==> src/design/isl_pkg.sv <==
package isl_pkg;

	localparam int DEPTH       = 64;
	localparam int ENTRY_WIDTH = 64;

	localparam int POS_W  = 7;
	localparam int DATA_W = 64;
	localparam int CNT_W  = $clog2(DEPTH + 1);
	localparam int IDX_W  = $clog2(DEPTH);
	localparam int CMP_W  = ((CNT_W > POS_W) ? CNT_W : POS_W) + 1;

	typedef enum logic [2:0] {
		REQ_INSERT  = 3'd0,
		REQ_APPEND  = 3'd1,
		REQ_PREPEND = 3'd2,
		REQ_REMOVE  = 3'd3,
		REQ_READ    = 3'd4,
		REQ_CLEAR   = 3'd5
	} req_t;

	typedef enum logic [1:0] {
		ST_OK    = 2'd0,
		ST_ARG   = 2'd1,
		ST_RANGE = 2'd2,
		ST_FULL  = 2'd3
	} status_t;

	typedef enum logic [1:0] {
		CELL_HOLD,
		CELL_UP,
		CELL_DOWN
	} cell_op_t;

	typedef struct packed {
		cell_op_t               op;
		logic [IDX_W-1:0]       at;
		logic [ENTRY_WIDTH-1:0] value;
	} cell_ctl_t;

endpackage

==> src/design/isl_cell.sv <==
module isl_cell
	import isl_pkg::*;
(
	input  logic                   clk,
	input  logic [IDX_W-1:0]       cell_index,
	input  cell_ctl_t              ctl,
	input  logic [ENTRY_WIDTH-1:0] left_data,
	input  logic [ENTRY_WIDTH-1:0] right_data,
	output logic [ENTRY_WIDTH-1:0] data
);

	logic [ENTRY_WIDTH-1:0] data_q;
	logic [ENTRY_WIDTH-1:0] data_d;

	always_comb begin
		data_d = data_q;
		case (ctl.op)
			CELL_UP: begin
				if (cell_index > ctl.at) begin
					data_d = left_data;
				end else if (cell_index == ctl.at) begin
					data_d = ctl.value;
				end
			end
			CELL_DOWN: begin
				if (cell_index >= ctl.at) begin
					data_d = right_data;
				end
			end
			default: data_d = data_q;
		endcase
	end

	always_ff @(posedge clk) begin
		data_q <= data_d;
	end

	assign data = data_q;

endmodule

==> config.mk <==
export PLATFORM = sky130hd
export DESIGN_NAME = isl_cell
export DESIGN_NICKNAME = d
export VERILOG_FILES = /design/src/design/isl_pkg.sv /design/src/design/isl_cell.sv
export SDC_FILE = /design/constraint.sdc
export NUM_CORES = 1
export LEC_CHECK = 0
export ABC_CLOCK_PERIOD_IN_PS = 7550
export BUFFER_PORTS_ARGS = -buffer_cell sky130_fd_sc_hd__buf_2
export CAP_MARGIN = 20
export CORE_MARGIN = 2
export CORE_UTILIZATION = 46
export CTS_BUF_LIST = sky130_fd_sc_hd__clkbuf_8
export DETAILED_ROUTE_END_ITERATION = 8
export GPL_ROUTABILITY_DRIVEN = 0
export PLACE_DENSITY = 0.83
export SLEW_MARGIN = 10
export SYNTH_ARGS = -nofsm -noshare
export SYNTH_HDL_FRONTEND = slang
export SYNTH_SLANG_ARGS = --single-unit
==> constraint.sdc <==
create_clock -name clk -period 7.55 [get_ports clk]
set_clock_uncertainty 0.2 [all_clocks]
set_input_delay 0.755 -clock clk [delete_from_list [all_inputs] [get_ports clk]]
set_output_delay 0.755 -clock clk [all_outputs]
set_load 0.03 [all_outputs]
==> results.cfg <==
[cts]
clock_path_buffers = 2
cts_htree_levels = 3
numClockSinks = 64
cts_hold_buffers = 0
path_clk_slew_ns = 0.08
cts_root_buf = clkbuf_8
cts_tree = yes
post_cts_resized = 0
cts_buffers = 9
post_cts_buffers = 0

[detailed_routing]
drt-total-wl_mm = 15.39
avgRoutedWirePerCell_um = 17.01
ant_nets = 0
remaining_drc_errors = 0
first_pass_iters = 5
routed_via_density = 5.964
via_count = 5397
drt_iter0_markers = 441

[worst_setup_path]
cp.arrival_ns = 3.23
end_kind = flop
path_class = primary input to flop
cp-startpoint = ctl[70]
crit_path_end = data[1]$_DFFE_PP_
cp_max_fo = 99
startpoint_type = primary input
cp.required_ns = 7.48

[status]
status = finished, final reports clean

[run]
drv_cap = 0

[synth]
synth-seq-area-share_pct = 40.08
synth_fa_ha_area_share_pct = 1.566
synth_cell_types = 23
synth_top_cell_by_area = edfxtp_1
avgSynthCellArea_um2 = 8.797
yosysTopAreaCellShare_pct = 40.08
ys_warn_count = 0
synth_top_family_by_area = simple AND/OR/NAND/NOR gates
synth-simple-area-share_pct = 34.63
syn-num-nets = 758
netlist_area_um2 = 4795
synthMuxAreaShare_pct = 0
yosys-top-cells-area = edfxtp_1 40%, nor4_1 17%, o211a_1 13%, nor2_1 10%, nor3_1 6.7%
synth_compound_area_share_pct = 14.27
postSynthRegisterBits = 64
synth-xor-area-share_pct = 0
netlist_instances = 545

[global_route]
grt_pass1_wl_mm = 23.81
grt_pass1_vias = 5050
grt_max_degree = 129
antenna_found_initial = 0
track_usage_pct = 26.00
globalRoute.totalOverflow = 0

[final_layout]
antenna_cells = 0
largest_register_ffs = 64
syn2layout_area_growth_pct = 29.38
n_fill_cell = 946
drive_above_1_share_pct = 38.75
layout.nets = 977
instances_no_fill = 905

[floorplanning]
die_h_um = 106.1
core-area_um2 = 10230
die_area_um2 = 11260
num_rows = 37
die_w_um = 106.1
pin_count = 271
start_util_pct = 46.86

[sta]
max_freq_ghz = 0.3036
post-route-period-util_pct = 43.63
rsz0062_at_grt = no
finalSetupTns_ns = 0
slew_violations = 0
tightestPinTransition_ns = 1.094
min_period_ns = 3.294
setup_viol = 0
timing.slew.headroom_pct = 27.09
hold_viol_final = 0

[hold_path]
hold_path.class = primary input to flop

[placed_design]
port_buffers = 270
dp_hpwl_mm = 10.25
numPlacedInstances = 888

[power_and_ir_drop]
ir_drop_mv = 0.1180
p_per_area_nw_per_um2 = 181.3
p_leak_uw = 0.003051
[cells in the mapped netlist (all sizes together)]
cell,instances
o211a,64
nand2b,3
nand3,1
o21a,1
nor3,64
buf,60
a21oi,3
ha,6
nor2,128
and4,1
a2bb2oi,1
clkbuf,10
nor2b,2
o21ai,1
and2b,1
nor4,128
nand2,1
inv,6
edfxtp,64
[worst min path at each step]
stage / startpoint / cells past startpoint / endpoint / slack (ns)
floorplan: right_data[10] / 2 / data[10]$_DFFE_PP_ / 0.85
global placement: right_data[43] / 3 / data[43]$_DFFE_PP_ / 0.96
detailed placement: right_data[23] / 3 / data[23]$_DFFE_PP_ / 0.96
CTS: right_data[16] / 3 / data[16]$_DFFE_PP_ / 0.60
global route: right_data[19] / 3 / data[19]$_DFFE_PP_ / 0.61
finish: right_data[41] / 3 / data[41]$_DFFE_PP_ / 0.62
[cell usage in the layout (no fill, tap or decap)]
master,Yosys,routed
clkbuf_8,0,9
clkinv_1,0,2
edfxtp_1,64,64
o21a_4,1,1
a2bb2oi_4,0,1
buf_6,13,1
nand2b_1,3,2
buf_16,0,1
bufinv_16,0,1
o21ai_4,0,1
and2b_4,0,1
nor2_1,128,128
ha_1,6,6
and4_4,1,1
clkinvlp_4,0,3
nor2b_1,2,2
o211a_1,64,64
nand3_4,0,1
inv_1,6,7
nand2_1,1,1
buf_4,2,6
a21oi_1,3,3
nor3_1,64,64
nand2b_2,0,1
buf_2,41,270
nor4_1,128,128
[where the power goes]
part           total, µW  internal (µW)  switching [µW]
Clock                290            149             141
Sequential           463            451            11.9
Combinational        372            134             238
[layer usage]
metal	vias up	wire (µm)	track usage, %
met1	2538	6128	31.29
met2	281	7678	45.07
met5	-	0	0
met4	0	357	9.962
met3	30	1228	6.131
li1	2548	-	-
[cell families after synthesis]
kind of cell | Yosys count
AND/OR/NAND/NOR | 329
buffers and inverters | 76
AO/OA/AOI/OAI | 70
flip-flops | 64
adder cells (fa/ha/maj) | 6
[worst max-delay path, cell delays in order]
cell and delay, ns:
buf_2 0.11, and2b_4 0.96, buf_4 0.83, nor2_1 0.09, o211a_1 0.17, nor4_1 0.22
[through the flow]
stage	hold WS [ns]	power (µW)	cell area [µm²]	util [%]	setup slack, ns
floorplan	0.8525	716.5	4795	-	1.825
global placement	0.9582	826.3	5984	58.49	4.118
detailed placement	0.9615	838.9	5984	58.49	3.963
CTS	0.5961	1125	6172	60.33	4.326
global route	0.6070	1173	6203	60.63	4.075
finish	0.6151	1125	6203	60.63	4.256
[area by class of cell]
class                           instances  area, µm²  area share [%]
Tap cell                              136      170.2           2.743
Multi-Input combinational cell        405       2466           39.75
Sequential cell                        64       1922           30.98
Clock buffer                            9      123.9           1.997
Clock inverter                          7      63.81           1.029
Timing Repair Buffer                  278       1435           23.13
Inverter                                6      22.52          0.3630
Power figures use the tool's default switching activity.
